<file path="config.mk">
export PLATFORM = sky130hd
export DESIGN_NAME = temp_scratchpad_crc_decode
export DESIGN_NICKNAME = d
export VERILOG_FILES = /design/src/design/tscd_pkg.sv /design/src/design/temp_scratchpad_crc_decode.sv
export SDC_FILE = /design/constraint.sdc
export NUM_CORES = 1
export LEC_CHECK = 0
export BUFFER_PORTS_ARGS = -buffer_cell sky130_fd_sc_hd__buf_4
export CAP_MARGIN = 20
export CELL_PAD_IN_SITES_DETAIL_PLACEMENT = 1
export CELL_PAD_IN_SITES_GLOBAL_PLACEMENT = 1
export CORE_MARGIN = 3
export CORE_UTILIZATION = 52
export CTS_CLUSTER_SIZE = 40
export DETAILED_ROUTE_END_ITERATION = 8
export HOLD_SLACK_MARGIN = 0.1
export PLACE_DENSITY = 0.84
export SLEW_MARGIN = 25
export SYNTH_ARGS = -nofsm -noshare
export SYNTH_HDL_FRONTEND = slang
export SYNTH_SLANG_ARGS = --single-unit
</file>
<file path="constraint.sdc">
create_clock -name aclk -period 12.15 [get_ports aclk]
set_clock_uncertainty 0.1 [all_clocks]
set_input_delay 0.6075 -clock aclk [delete_from_list [all_inputs] [get_ports aclk]]
set_output_delay 0.6075 -clock aclk [all_outputs]
set_load 0.01 [all_outputs]
</file>
<file path="src/design/tscd_pkg.sv">
// ----------------------------------------------------------------------------
// tscd_pkg - shared types, constants and CRC step for the scratchpad decoder
// Field widths, frame positions, CRC-8 byte update and the scaling constants.
// ----------------------------------------------------------------------------
`default_nettype none

package tscd_pkg;

    localparam int DATA_W  = 8;
    localparam int POS_W   = 4;
    localparam int RAW_W   = 16;
    localparam int MILLI_W = 22;
    localparam int CENTI_W = 19;

    // raw * 1000 stays below 2^25 in magnitude
    localparam int PROD_W  = 26;
    localparam int DIV16_SHIFT = 4;

    // divide by ten through a reciprocal: exact for operands below 2^22
    localparam int MAG_W       = 22;
    localparam int RECIP_W     = 20;
    localparam int RECIP_SHIFT = 23;
    localparam int RECIP_PROD_W = MAG_W + RECIP_W;

    localparam logic [RECIP_W-1:0] RECIP_TEN   = 20'd838861;
    localparam logic [PROD_W-1:0]  SCALE_MILLI = 26'd1000;
    localparam logic [PROD_W-1:0]  TRUNC_BIAS  = 26'd15;
    localparam logic [MAG_W-1:0]   ROUND_HALF  = 22'd5;

    localparam logic [DATA_W-1:0] CRC_POLY = 8'h8C;
    localparam logic [DATA_W-1:0] CRC_INIT = 8'h00;

    localparam logic [POS_W-1:0] POS_FIRST = 4'd0;
    localparam logic [POS_W-1:0] POS_HIGH  = 4'd1;
    localparam logic [POS_W-1:0] POS_LAST  = 4'd8;
    localparam logic [POS_W-1:0] POS_DONE  = 4'd9;

    typedef enum logic {
        STATUS_OK      = 1'b0,
        STATUS_CRC_ERR = 1'b1
    } status_t;

    // reflected CRC-8, one byte, LSB first
    function automatic logic [DATA_W-1:0] crc_byte(
        input logic [DATA_W-1:0] crc_in,
        input logic [DATA_W-1:0] data_in
    );
        logic [DATA_W-1:0] crc;
        logic [DATA_W-1:0] dat;
        logic              mix;
        crc = crc_in;
        dat = data_in;
        for (int k = 0; k < DATA_W; k++) begin
            mix = crc[0] ^ dat[0];
            crc = crc >> 1;
            if (mix) begin
                crc = crc ^ CRC_POLY;
            end
            dat = dat >> 1;
        end
        return crc;
    endfunction

endpackage

`default_nettype wire

</file>
<file path="src/design/temp_scratchpad_crc_decode.sv">
// ----------------------------------------------------------------------------
// temp_scratchpad_crc_decode - scratchpad CRC check and temperature decode
// Frames the 9-byte scratchpad, checks CRC-8 over bytes 0..7 against byte 8
// and converts the raw reading to milli- and centi-degrees.
// ----------------------------------------------------------------------------
// Path: byte 8 is registered through the frame stage, the x1000/16 stage and
//   the /10 rounding stage, in order, to m_valid; output back-pressure can hold it.
// Throughput: one byte per cycle; the per-byte CRC update is a single
//   combinational byte step. Any byte stalls only while all three result
//   stages are full and m_ready is low.
// Reset: synchronous, active low; clears CRC, framing position, raw bytes
//   and all stage valids. No clearing pass.
`default_nettype none

module temp_scratchpad_crc_decode (
    input  wire logic                               aclk,
    input  wire logic                               aresetn,
    // input request channel
    input  wire logic                               s_valid,
    output logic                                    s_ready,
    input  wire logic [tscd_pkg::DATA_W-1:0]        s_data_byte,
    input  wire logic                               s_first_byte,
    // result request channel
    output logic                                    m_valid,
    input  wire logic                               m_ready,
    output logic                                    m_status,
    output logic signed [tscd_pkg::MILLI_W-1:0]     m_temp_milli,
    output logic signed [tscd_pkg::CENTI_W-1:0]     m_temp_cdeg
);
    import tscd_pkg::*;

    // ---------------------------------------------------------------- framing
    logic [DATA_W-1:0] crc_reg,  crc_next;
    logic [POS_W-1:0]  pos_reg,  pos_next;
    logic [DATA_W-1:0] low_reg,  low_next;
    logic [DATA_W-1:0] high_reg, high_next;

    // stage 1: raw reading and status of a finished frame
    logic              v1_reg,   v1_next;
    logic [RAW_W-1:0]  raw1_reg, raw1_next;
    status_t           st1_reg,  st1_next;

    // stage 2: milli-degrees
    logic                      v2_reg,    v2_next;
    logic signed [MILLI_W-1:0] milli2_reg, milli2_next;
    status_t                   st2_reg,   st2_next;

    // output register
    logic                      vo_reg,    vo_next;
    logic signed [MILLI_W-1:0] milli_o_reg, milli_o_next;
    logic signed [CENTI_W-1:0] centi_o_reg, centi_o_next;
    status_t                   st_o_reg,  st_o_next;

    // per-stage ready: a stage takes a request when empty or draining
    logic rdy_o, rdy2, rdy1;
    assign rdy_o   = !vo_reg || m_ready;
    assign rdy2    = !v2_reg || rdy_o;
    assign rdy1    = !v1_reg || rdy2;
    assign s_ready = rdy1;

    logic              s_take;
    logic [POS_W-1:0]  pos_cur;
    logic [DATA_W-1:0] crc_cur;
    logic              frame_end;

    assign s_take  = s_valid && s_ready;
    // a first flag restarts the frame before this byte is placed
    assign pos_cur = s_first_byte ? POS_FIRST : pos_reg;
    assign crc_cur = s_first_byte ? CRC_INIT : crc_reg;
    assign frame_end = s_take && (pos_cur == POS_LAST);

    always_comb begin
        crc_next  = crc_reg;
        pos_next  = pos_reg;
        low_next  = low_reg;
        high_next = high_reg;
        if (s_take) begin
            if (pos_cur < POS_LAST) begin
                crc_next = crc_byte(crc_cur, s_data_byte);
                pos_next = pos_cur + POS_W'(1);
                if (pos_cur == POS_FIRST) begin
                    low_next = s_data_byte;
                end else if (pos_cur == POS_HIGH) begin
                    high_next = s_data_byte;
                end
            end else if (pos_cur == POS_LAST) begin
                pos_next = POS_DONE;
            end
            // positions beyond the last byte: ignored, state kept
        end
    end

    // ---------------------------------------------------------------- stage 1
    always_comb begin
        v1_next   = v1_reg;
        raw1_next = raw1_reg;
        st1_next  = st1_reg;
        if (rdy1) begin
            v1_next = frame_end;
            if (frame_end) begin
                // mismatch: zero reading gives zero milli and centi
                if (crc_cur == s_data_byte) begin
                    raw1_next = {high_reg, low_reg};
                    st1_next  = STATUS_OK;
                end else begin
                    raw1_next = '0;
                    st1_next  = STATUS_CRC_ERR;
                end
            end
        end
    end

    // ---------------------------------------------------------------- stage 2
    logic signed [PROD_W-1:0] prod1;
    logic signed [PROD_W-1:0] biased1;

    assign prod1   = PROD_W'($signed(raw1_reg)) * $signed(SCALE_MILLI);
    // truncate toward zero: bias negatives before the arithmetic shift
    assign biased1 = prod1[PROD_W-1] ? (prod1 + $signed(TRUNC_BIAS)) : prod1;

    always_comb begin
        v2_next     = v2_reg;
        milli2_next = milli2_reg;
        st2_next    = st2_reg;
        if (rdy2) begin
            v2_next = v1_reg;
            if (v1_reg) begin
                milli2_next = biased1[DIV16_SHIFT +: MILLI_W];
                st2_next    = st1_reg;
            end
        end
    end

    // ---------------------------------------------------------------- stage 3
    logic                      neg2;
    logic [MAG_W-1:0]          mag2;
    logic [MAG_W-1:0]          half_up2;
    logic [RECIP_PROD_W-1:0]   recip_prod2;
    logic [CENTI_W-1:0]        quot2;

    assign neg2        = milli2_reg[MILLI_W-1];
    assign mag2        = neg2 ? MAG_W'(-milli2_reg) : MAG_W'(milli2_reg);
    // round half away from zero on the magnitude
    assign half_up2    = mag2 + ROUND_HALF;
    assign recip_prod2 = RECIP_PROD_W'(half_up2) * RECIP_PROD_W'(RECIP_TEN);
    assign quot2       = recip_prod2[RECIP_SHIFT +: CENTI_W];

    always_comb begin
        vo_next      = vo_reg;
        milli_o_next = milli_o_reg;
        centi_o_next = centi_o_reg;
        st_o_next    = st_o_reg;
        if (rdy_o) begin
            vo_next = v2_reg;
            if (v2_reg) begin
                milli_o_next = milli2_reg;
                centi_o_next = neg2 ? $signed(-quot2) : $signed(quot2);
                st_o_next    = st2_reg;
            end
        end
    end

    // ---------------------------------------------------------------- registers
    always_ff @(posedge aclk) begin
        if (!aresetn) begin
            crc_reg  <= CRC_INIT;
            pos_reg  <= POS_FIRST;
            low_reg  <= '0;
            high_reg <= '0;
            v1_reg   <= 1'b0;
            v2_reg   <= 1'b0;
            vo_reg   <= 1'b0;
        end else begin
            crc_reg  <= crc_next;
            pos_reg  <= pos_next;
            low_reg  <= low_next;
            high_reg <= high_next;
            v1_reg   <= v1_next;
            v2_reg   <= v2_next;
            vo_reg   <= vo_next;
        end
    end

    // payload, no reset
    always_ff @(posedge aclk) begin
        raw1_reg    <= raw1_next;
        st1_reg     <= st1_next;
        milli2_reg  <= milli2_next;
        st2_reg     <= st2_next;
        milli_o_reg <= milli_o_next;
        centi_o_reg <= centi_o_next;
        st_o_reg    <= st_o_next;
    end

    assign m_valid      = vo_reg;
    assign m_status     = st_o_reg;
    assign m_temp_milli = milli_o_reg;
    assign m_temp_cdeg  = centi_o_reg;

endmodule

`default_nettype wire

</file>
# --- Word-level counts from Yosys, hierarchy flattened ---
# Index checks and enable logic that the tools add are counted.
op_classes:
  add_sub_neg: 5
  multipliers: 2
  order_cmp: 1
  eq_ne: 3
  n_mux: 30
  bitwise: 17
  n_reduce_logical: 17
ops:
  columns: ["operator", "count"]
  rows:
  - ["$mux 8", 23]
  - ["$mul 22x20->42 const B", 1]
  - ["$add 26x5->26 const B", 1]
  - ["$mux 25", 1]
  - ["$not 2->3", 8]
  - ["$mul 16x8->23 const B", 1]
  - ["$add 22x3->22 const B", 1]
  - ["$mux 22", 1]
  - ["$neg 22->22", 1]
  - ["$mux 19", 1]
  - ["$neg 19->19", 1]
  - ["$mux 4", 3]
  - ["$reduce_and 2->1", 5]
  - ["$eq 8x8->1", 1]
  - ["$xor 1x1->1", 8]
  - ["$add 4x1->4 const B", 1]
  - ["$eq 4x1->1 const B", 1]
  - ["$eq 4x4->1 const B", 1]
  - ["$logic_not 4->1", 1]
  - ["$lt 4x4->1 const B", 1]
  - ["$reduce_and 4->1", 1]
  - ["$logic_not 1->1", 3]
  - ["$logic_or 1x1->1", 3]
  - ["$reduce_and 3->1", 1]
  - ["other kinds (4)", 5]
word_totals:
  regBits: 113
  inputBits: 13
  out_inout_bits: 44
  elab_cells: 90

# --- Logic depth before layout (Yosys ltp) ---
# Gate-level depths: netlist of run 1.
logic_depth:
  word_depth: 32
  depth_mapped: 38
  ltp_nobuf: 37

# --- Worst setup path after synthesis of run 1 ---
# Ideal clock, no wire load.
synth_timing:
  path_kind: "reg-to-reg"
  startpoint: "register milli2_reg[5]"
  endpoint: "register centi_o_reg[18] (netlist: m_temp_cdeg[18]), data pin"
  setup_time_ps: 262
  arrival_time_ps: 9251
  required_time_ps: 11788
  setup_slack_ps: 2537
  stages_incl_launch_ff: 35
  cell_sequence: "edfxtp_1 -> or4_4 -> buf_6 -> or3_1 -> or3_4 -> o21ai_2 -> xor2_2 -> nand2b_1 -> nor3_2 -> and3_4 -> nand2b_2 -> xnor2_1 -> ha_1 -> fa_1 -> ha_1 -> inv_1 -> fa_1 -> inv_1 -> fa_1 -> fa_1 -> inv_1 -> fa_1 -> inv_1 -> ha_1 -> clkbuf_1 -> nand4_1 -> or4_1 -> a31oi_1 -> or4_1 -> a311o_1 -> a221oi_1 -> or3_1 -> or3_1 -> o31ai_1 -> xnor2_1"
synth_between:
  elab_chain_cells: 6
synth_rtl:
  columns: ["item", "line", "source"]
  rows:
  - ["start, declared", "temp_scratchpad_crc_decode.sv:45", "logic signed [MILLI_W-1:0] milli2_reg, milli2_next;"]
  - ["start signal, assigned", "temp_scratchpad_crc_decode.sv:188", "milli2_reg <= milli2_next;"]
  - ["$neg 22->22", "temp_scratchpad_crc_decode.sv:142", "assign mag2 = neg2 ? MAG_W'(-milli2_reg) : MAG_W'(milli2_reg);"]
  - ["$mux 22 (*)", "temp_scratchpad_crc_decode.sv:142", null]
  - ["$add 22x3->22 (*)", "temp_scratchpad_crc_decode.sv:144", "assign half_up2 = mag2 + ROUND_HALF;"]
  - ["$mul 22x20->42 (*)", "temp_scratchpad_crc_decode.sv:145", "assign recip_prod2 = RECIP_PROD_W'(half_up2) * RECIP_PROD_W'(RECIP_TEN);"]
  - ["$neg 19->19", "temp_scratchpad_crc_decode.sv:157", "centi_o_next = neg2 ? $signed(-quot2) : $signed(quot2);"]
  - ["$mux 19 (*)", "temp_scratchpad_crc_decode.sv:157", null]
  - ["end signal, assigned", "temp_scratchpad_crc_decode.sv:191", "centi_o_reg <= centi_o_next;"]
  - ["end, declared", "temp_scratchpad_crc_decode.sv:51", "logic signed [CENTI_W-1:0] centi_o_reg, centi_o_next;"]
# Every way passes the cells marked *; elsewhere a longest branch is shown, timed or not.
# A chain may end at the register's enable or synchronous reset.

# --- Worst setup path after layout of run 1 ---
layout_timing:
  startpoint: "register milli2_reg[5]"
  endpoint: "register centi_o_reg[15] (netlist: m_temp_cdeg[15]), data pin"
# Same word-level chain as after synthesis.

==> results of run 1 <==
[cell type report]
cell class	count	area, um^2
fill	3643	13900
multi-input combinational	1252	12800
sequential	113	3080
inverter	326	1220
tap	442	553
clock buffer	23	532
timing repair buffer	62	465
clock inverter	9	90.1
[placed cells by master, fill, tap and decap left out, drive strengths merged, types with 31 or more instances in the layout]
master and instances:
edfxtp 82, xnor2 100, nor2 55, inv 328
ha 280, nand2 73, o21ai 63, a21oi 61
fa 209, and2 32, dfxtp 31, xor2 54
buf 62, nor2b 31
[through the flow]
step	total power, mW	instance area [um^2]	worst slack (ns)	util (%)	hold WS, ns
3_5_place_dp	0.499	18100	1.44	55.6	0.307
4_1_cts	1.02	18700	1.32	57.5	0.319
3_3_place_gp	0.495	18100	1.75	55.6	0.304
2_1_floorplan	0.482	17200	2.54	-	0.300
5_1_grt	1.05	18700	0.682	57.5	0.340
6_report	1.01	18700	1.27	57.5	0.317
[path summary, 6_finish.rpt]
check | depth (start not counted) | slack (ns) | to | start
worst min-delay path | 0 | 0.32 | st2_reg$_DFFE_PP_ | st1_reg$_DFFE_PP_
worst max-delay path | 30 | 1.27 | m_temp_cdeg[15]$_DFFE_PP_ | milli2_reg[5]$_DFFE_PP_
worst max register to register | 30 | 1.27 | m_temp_cdeg[15]$_DFFE_PP_ | milli2_reg[5]$_DFFE_PP_
worst min register to register | 0 | 0.32 | st2_reg$_DFFE_PP_ | st1_reg$_DFFE_PP_
[cells in the mapped netlist, types with 4 or more instances]
| master | number | area, um^2 |
|---|---|---|
| nor2_1 | 55 | 206 |
| dfxtp_1 | 31 | 621 |
| nor3_1 | 21 | 105 |
| xor2_1 | 50 | 438 |
| a221oi_1 | 4 | 35.0 |
| o21ai_0 | 55 | 275 |
| mux2i_1 | 17 | 170 |
| a21oi_1 | 60 | 300 |
| o21ai_1 | 7 | 35.0 |
| nand3_1 | 23 | 115 |
| xnor2_1 | 100 | 876 |
| o22ai_1 | 5 | 31.3 |
| fa_1 | 209 | 4180 |
| and2_1 | 32 | 200 |
| nor4_1 | 7 | 43.8 |
| o21a_1 | 8 | 60.1 |
| or2_2 | 7 | 43.8 |
| clkbuf_1 | 29 | 109 |
| nor2b_1 | 31 | 194 |
| or4_1 | 5 | 37.5 |
| and4_1 | 5 | 43.8 |
| nand4_1 | 20 | 125 |
| ha_1 | 280 | 3500 |
| a21boi_0 | 6 | 45.0 |
| a211o_1 | 4 | 35.0 |
| edfxtp_1 | 82 | 2460 |
| and3_1 | 8 | 50.1 |
| a211oi_1 | 5 | 37.5 |
| a21o_1 | 23 | 173 |
| o21bai_1 | 8 | 60.1 |
| or3_1 | 11 | 68.8 |
| nand2_1 | 72 | 270 |
| a31oi_1 | 12 | 75.1 |
| o211ai_1 | 6 | 45.0 |
| or2_1 | 4 | 25.0 |
| o31ai_1 | 11 | 82.6 |
| nand2b_1 | 16 | 100 |
| inv_1 | 326 | 1220 |
[metal layers]
layer	vias to the layer above	GRT usage (%)	part of all wire (%)
met5	-	0	0
met4	0	10.9	3.7
met3	111	5.27	4.5
met2	296	52.2	51
met1	6408	34.9	40
li1	5850	-	-
[cell families after synthesis]
kind of cell,Yosys count
adders and majority gates,489
buffers and inverters,359
and+or+nand+nor,342
AOI/OAI and AO/OA,248
xor gates and xnor gates,154
DFF,113
muxes,19
[report_power, final]
group	switching, mW	internal, mW
Clock	0.193	0.330
Sequential	0.00709	0.416
Combinational	0.0354	0.0333
Total	0.235	0.779
==> metrics.txt, run 1 <==
complex-gate fraction of the synthesized area 9.46%; clk slew on worst S/H paths 0.06 ns; Final setup viols 0; drt via density 5.69; Final Non-Filler Cells 2227; pin count of the biggest net entering global routing 43; GRT Residual Overflow 0; status finished clean; pwr dens 54.1 mW/mm^2; Routed WL per cell 22.4 um; DRC viols 0; P&R area growth vs syn 8.80%; layout cells sized above 1 7.06%; Final Routed Wirelength 49800 um; fin. max-slew vios 0; total of max-cap violations 0; register area share after synthesis 17.9%; CTS sink cnt 113; die area 0.0353 mm^2; worst IR drop on VDD 0.108 mV; hold_buf cts 0; Antenna Cells 0; main combinational cell family by area after synthesis adder cells; Max FO, Critical Path 9; Critical Path RT 12.22 ns; vias in the first global route 14554; Least-Margin Pin Slew 0.916 ns; synth warn 0; setup bufs post-CTS 0; die height 188 um; Syn Std Cell Area 0.0172 mm^2; total core area 0.0326 mm^2; I/O Buffers 56; CTS tree yes; DP HPWL 42000 um; initial antenna violation count 0; Rows 66; starting density of the core 52.8%; asr flop ratio synth 0%; critical path startpoint category flop; Hold Fails Final Rpt 0; # nets final 2274; RSZ-0062 raised after global routing no; syn_nets 2226; Post-Synthesis Cells 1724; Tmin final 10.88 ns; Max Fclk 91.9 MHz; Routed Antenna Nets 0; critical path class flop to flop; Simple-Gate Fraction of Synth Area 10.9%; CTS-repair resized insts 0; CP dominant cell by count fa_1; vias after detailed routing 12665; first-pass GRT wire length 80200 um; Slew HR 38.5%; crit-path max cell delay 0.63 ns; Clock Tree Buf Depth 2; Crit path max-delay family simple AND/OR/NAND/NOR gates; total CTS buffers 17; Hold Crit Class flop to flop; adder-cell share of the synthesized area 44.6%; slowest CP cell or4_1; setup TNS 0 ns; Top FF cell, synth edfxtp_1; GPL Wtd Cong 0.936; mux share of post-synthesis cell area 1.12%; crit path DAT 10.95 ns; H-tree levels 4; P_leak 9.03 nW; WP buf/inv 4; Clock Latency Late Sink 0.43 ns; 1st-pass router iterations 5; Worst setup EP type flop; Ports 57; Initial DRC Count 539; Post-synth EDFFs 82; Cells after DPL 2195; Synth Area in XOR/XNOR 8.07%; gr usage total 29.1%; Die Wd 188 um; clock root buffer clkbuf_16; synth unique cells 84; Avg Inst Size Synth 9.99 um^2; period utilization 89.5%; flops & latches, synth 113
Note: power is estimated with default switching activity, not from simulation.
==> inputs of run 2 (changes only) <==
Settings changed: ABC_AREA set to 1, CORE_UTILIZATION 52 to 50, PLACE_DENSITY 0.84 to 0.85.
==> run 2 against run 1 <==
  * Die area up 12%
  * Register-to-register slack better by 1.2 ns
  * Via count up 23%
  * Core utilization down 2.3 points
  * Cell count up 30%
  * Non-clock buffer count down 1
  * Critical path depth up 12
  * Final area up 8.0%
  * Highest routed layer unchanged
==> metrics.txt, run 2 <==
status finished clean; asr flop ratio synth 0% (unchanged); Post-synth EDFFs 82 (unchanged); I/O Buffers 56 (unchanged); routing usage on met3 3.83% (-1.4 points); R2R setup slack 2.52 ns (+1.24 ns); setup TNS 0 ns (unchanged); Clock Tree Buf Depth 2 (unchanged); Ports 57 (unchanged); reg-to-reg startpoint milli2_reg[0]$_DFFE_PP_; RSZ-0062 raised after global routing no; Hold Fails Final Rpt 0 (unchanged); Final Routed Wirelength 57900 um (+16%); gr usage total 30.4% (+1.2 points); clk slew on worst S/H paths 0.06 ns (about the same); area leader, netlist fa_1; Hold Crit Class flop to flop; Initial DRC Count 813 (+51%); area occupied by multi-input gates 0.0133 mm^2 (+4.3%); register area share after synthesis 16.5% (-1.4 points); Die Wd 199 um (+5.9%); vias in the first global route 17587 (+21%); critical path startpoint category flop; crit-path max cell delay 0.66 ns (+0.03 ns); CP dominant cell by count nand2_1; die height 199 um (+5.9%); grt peak-use layer met2; WP buf/inv 7 (+3); top post-synthesis cells by count inv_1 (566), nand2_1 (536), ha_1 (280); Antenna Cells 0 (unchanged); min-delay src st1_reg$_DFFE_PP_; Max Fclk 104 MHz (+13%); leading cell type in the layout, fill and taps excluded inv_1; DRC viols 0 (unchanged); crit path DAT 9.72 ns (-1.23 ns); hold_buf cts 0 (unchanged); starting density of the core 50.8% (-2.0 points); total of max-cap violations 0 (unchanged); Critical Path RT 12.24 ns (+0.02 ns); total core area 0.0367 mm^2 (+13%); synth unique cells 46 (-45%); Sequential Area 0.00308 mm^2 (unchanged); CTS-repair resized insts 0 (unchanged); period utilization 79.3% (-10 points); Crit path max-delay family adder cells; M1 GR Usage 36.5% (+1.6 points); Hold Path End st2_reg$_DFFE_PP_; Final Non-Filler Cells 2886 (+30%); most frequent cells in the layout inv_1 (565), nand2_1 (536), ha_1 (280), fa_1 (209), nor2_1 (156); top-count cell post-synth inv_1; synth warn 0 (unchanged); Tmin final 9.63 ns (-1.24 ns); GRT Residual Overflow 0 (unchanged); pin count of the biggest net entering global routing 43 (unchanged); first-pass GRT wire length 93300 um (+16%); Routed Antenna Nets 0 (unchanged); Least-Margin Pin Slew 0.935 ns (+0.0191 ns); CTS tree yes; RR Endpoint m_temp_cdeg[18]$_DFFE_PP_; GPL Wtd Cong 0.997 (+6.4%); CTS sink cnt 113 (unchanged); Max FO, Critical Path 8 (-1); critical path class flop to flop; post-synth top area share 22.4% (-1.8 points); fin. max-slew vios 0 (unchanged); Rows 70 (+6.1%); clock root buffer clkbuf_16; Routed WL per cell 20.0 um (-10%); hold depth 0 (unchanged); Syn Std Cell Area 0.0186 mm^2 (+8.2%); largest cells by area after synthesis fa_1 (22%), ha_1 (19%), edfxtp_1 (13%); flops & latches, synth 113 (unchanged); Clock Latency Late Sink 0.43 ns (about the same); slowest CP cell xor2_1; met2 usage 55.2% (+3.0 points); die area 0.0396 mm^2 (+12%); Top FF cell, synth edfxtp_1; drt via density 5.38 (-5.4%); syn_nets 2840 (+28%); Avg Inst Size Synth 7.97 um^2 (-20%); vias after detailed routing 15533 (+23%); # nets final 2907 (+28%); Slew HR 37.3% (-1.2 points); initial antenna violation count 0 (unchanged); setup bufs post-CTS 0 (unchanged); R2R depth 42 (+40%); P&R area growth vs syn 8.58%; layout cells sized above 1 6.66% (-0.40 points); Cells after DPL 2854 (+30%); Final setup viols 0 (unchanged); Worst setup EP type flop; H-tree levels 4 (unchanged); DP HPWL 50300 um (+20%); 1st-pass router iterations 5 (unchanged); Post-Synthesis Cells 2338 (+36%); total CTS buffers 17 (unchanged); fill count 4532 (+24%)
[run 2: cell count changes after synthesis, sizes merged, moves of 31 or more]
cell,delta
and2,-31
nand3,+69
nor2b,-31
nand2,+476
nor2,+114
xnor2,-75
inv,+254
[run 2: per-stage QoR]
| stage | util, % | cell area [um^2] | worst slack [ns] | hold WS [ns] |
|---|---|---|---|---|
| 2_1_floorplan | - | 18600 | 4.34 | 0.300 |
| 6_report | 55.2 | 20200 | 2.52 | 0.328 |
| 4_1_cts | 55.1 | 20200 | 2.60 | 0.330 |
| 5_1_grt | 55.2 | 20200 | 1.96 | 0.348 |
| 3_5_place_dp | 53.5 | 19600 | 2.72 | 0.313 |
| 3_3_place_gp | 53.5 | 19600 | 2.98 | 0.307 |
[run 2: area by class of cell]
class,count,area share (%)
clock inverter,13,0.736
inverter,581,10.8
multi-input combinational,1631,65.9
clock buffer,19,2.19
timing repair buffer,61,2.26
sequential,113,15.2
tap,468,2.89
[run 2: cells by family after synthesis]
logic type | Yosys count | share of synthesized area, %
AO/OA/AOI/OAI | 149 | 4.40
flip-flops | 113 | 16.5
XOR/XNOR | 107 | 5.53
AND/OR/NAND/NOR | 886 | 20.3
adder cells (fa/ha/maj) | 489 | 41.2
buffers and inverters | 594 | 12.0
[run 2: worst max-delay path by stage]
stage / startpoint / end / slack (ns) / depth (start not counted)
after floorplan: milli2_reg[0]$_DFFE_PP_ / m_temp_cdeg[18]$_DFFE_PP_ / 4.34 / 44
after global placement: milli2_reg[0]$_DFFE_PP_ / m_temp_cdeg[12]$_DFFE_PP_ / 2.98 / 41
after detailed placement: milli2_reg[0]$_DFFE_PP_ / m_temp_cdeg[18]$_DFFE_PP_ / 2.72 / 41
after CTS: milli2_reg[0]$_DFFE_PP_ / m_temp_cdeg[11]$_DFFE_PP_ / 2.60 / 39
after global routing: milli2_reg[0]$_DFFE_PP_ / m_temp_cdeg[18]$_DFFE_PP_ / 1.96 / 42
final: milli2_reg[0]$_DFFE_PP_ / m_temp_cdeg[18]$_DFFE_PP_ / 2.52 / 42
[run 2: per-layer routing]
layer	part of all wire (%)	wire length, um	vias to the layer above
met4	4.1	2350	0
met2	51	29500	334
met5	0	0	-
met1	41	23900	7725
met3	3.7	2140	150
li1	-	-	7324
Power of run 2 is left out: the tool's default activity adds up to more than one toggle a clock period on the data nets, which glitch-free logic cannot reach.
==> inputs of run 3 (changes only) <==
Settings changed: ABC_AREA 1 to 0, CORE_UTILIZATION 50 to 47, PLACE_DENSITY 0.85 to 0.8.
Clock period 12.15 ns to 7.88 ns, I/O delays scaled along.
==> run 3 against run 2 <==
  * The run now ends with negative setup slack left
  * Final area increased by 14%
  * Hold slack got worse by 0.15 ns
  * Global-route usage increased by 7.8 points
  * Core utilization increased by 9.1 points
  * Critical path type unchanged
==> metrics.txt, run 3 (same netlist as run 1, synthesis figures left out) <==
die height 197 um (-0.82%); pin count of the biggest net entering global routing 32 (-26%); Ports 57 (unchanged); die area 0.0390 mm^2 (-1.6%); Initial DRC Count 2002 (+150%); DRC viols 0 (unchanged); fill count 3751 (-17%); gr usage total 38.2% (+7.8 points); total core area 0.0358 mm^2 (-2.4%); drt via density 6.87 (+28%); period utilization 142% (+62 points); Gate power share 7.5%; vias after detailed routing 17792 (+15%); GRT Residual Overflow 0 (unchanged); Clock Latency Late Sink 0.45 ns (+0.02 ns); most frequent cells in the layout buf_4 (376), inv_1 (298), ha_1 (241), fa_1 (200), edfxtp_1 (82); Final Routed Wirelength 95500 um (+65%); starting density of the core 48.1% (-2.7 points); leading cell type in the layout, fill and taps excluded buf_4; Clock Tree Buf Depth 2 (unchanged); DP HPWL 48300 um (-4.0%); Least-Margin Pin Slew 1.46 ns (+0.521 ns); crit path DAT 11.26 ns (+1.54 ns); Seq pwr share 40.1%; Critical Path RT 7.98 ns (-4.26 ns); Max Fclk 89.6 MHz (-14%); Routed Antenna Nets 0 (unchanged); vias in the first global route 18489 (+5.1%); worst IR drop on VDD 0.214 mV; post-route core utilization 64.3% (+9.1 points); RSZ-0062 raised after global routing yes; status finished with violations; total of max-cap violations 0 (unchanged); H-tree levels 4 (unchanged); worst hold slack 0.181 ns (-0.147 ns); Max FO, Critical Path 7 (-1); pre-CTS setup slack -1.91 ns (-4.64 ns); layout cells sized above 1 32.0% (+25 points); Final Non-Filler Cells 2588 (-10%); 1st-pass router iterations 6 (+1); clock root buffer clkbuf_16; I/O Buffers 56 (unchanged); placement-stage cell area 0.0206 mm^2 (+4.8%); failing checks negative setup slack; Post-Layout Inst Area 0.0230 mm^2 (+14%); Net Sw Frac 28.6%; first-pass GRT wire length 112000 um (+20%); slowest CP cell o21ai_0; Tmin final 11.16 ns (+1.53 ns); CTS tree yes; fin worst setup slack -3.28 ns (-5.80 ns); P_sw 0.469 mW; Total Power 1.64 mW; initial antenna violation count 5 (+5); Hold Crit Class input pin to flop; Routed WL per cell 36.9 um (+84%); P&R area growth vs syn 33.7%; clk slew on worst S/H paths 0.07 ns (about the same); fin. max-slew vios 0 (unchanged); P_leak 11.0 nW; total CTS buffers 17 (unchanged); critical path class flop to flop; CTS sink cnt 113 (unchanged); clock group share of total power 52.4%; Hold Fails Final Rpt 0 (unchanged); Crit path max-delay family adder cells; critical path startpoint category flop; Cells after DPL 2505 (-12%); internal power 1.17 mW; setup TNS -50.82 ns (-50.82 ns); Rows 69 (-1.4%); Die Wd 197 um (-0.82%); pwr dens 71.1 mW/mm^2; crit-path max cell delay 1.10 ns (+0.44 ns); # nets final 2613 (-10%); Worst setup EP type flop; WP buf/inv 11 (+4); Final setup viols 19 (+19); GPL Wtd Cong 0.986 (-1.1%); Slew HR 1.91% (-35 points)
[run 3: cell count changes in the layout (fill, tap and decap cells not counted), sizes merged, moves of 69 or more]
cell / change
buf: +340
inv: -252
nand2: -476
nand3: -69
nor2: -114
xnor2: +75
[run 3: cell type report]
cell class	instances	area (um^2)	area share, %
multi-input cells	1252	14400	62.6
diodes	3	7.51	0.0326
repair buffers	401	3130	13.6
well taps	461	577	2.50
inverters	326	1230	5.32
flip-flops and latches	113	3080	13.4
clock inverters	15	170	0.739
clock buffers	17	425	1.85
[run 3: power groups by stage]
| stage | sequential [mW] | combinational (mW) | clock [mW] |
|---|---|---|---|
| after floorplan | 0.662 | 0.0819 | 0 |
| after global placement | 0.664 | 0.0992 | 0 |
| after detailed placement | 0.665 | 0.105 | 0 |
| after CTS | 0.654 | 0.109 | 0.804 |
| after global routing | 0.657 | 0.129 | 0.864 |
| final | 0.656 | 0.124 | 0.857 |
[run 3: routing by layer]
layer	GRT usage, %	wire, um	up-vias
met3	7.59	10500	906
met2	67.8	42700	1750
met1	40.2	30000	8611
met4	28.1	12300	2
met5	0	17	-
li1	-	-	6523
[run 3: path summary, 6_finish.rpt]
path | from | end | slack [ns] | depth (start not counted)
max | milli2_reg[21]$_SDFFCE_PP0P_ | m_temp_cdeg[18]$_DFFE_PP_ | -3.28 | 35
min | s_data_byte[7] | high_reg[7]$_SDFFE_PN0P_ | 0.18 | 3
max reg2reg | milli2_reg[21]$_SDFFCE_PP0P_ | m_temp_cdeg[18]$_DFFE_PP_ | -3.28 | 35
min reg2reg | st2_reg$_DFFE_PP_ | m_status$_DFFE_PP_ | 0.33 | 0
[run 3: repair_timing]
action / CTS / global route
gates resized for setup: 124 / 164
setup endpoints to repair: 19 / 19
hold buffers: 0 / 0
setup buffers: 31 / 22
pin swaps: 81 / 53
[run 3: tightest hold or removal path: cells and delay by family]
family / cells / cell delay (ns)
AND/OR/NAND/NOR: 1 / 0.10
multiplexers: 1 / 0.08
buffers and inverters: 1 / 0.12
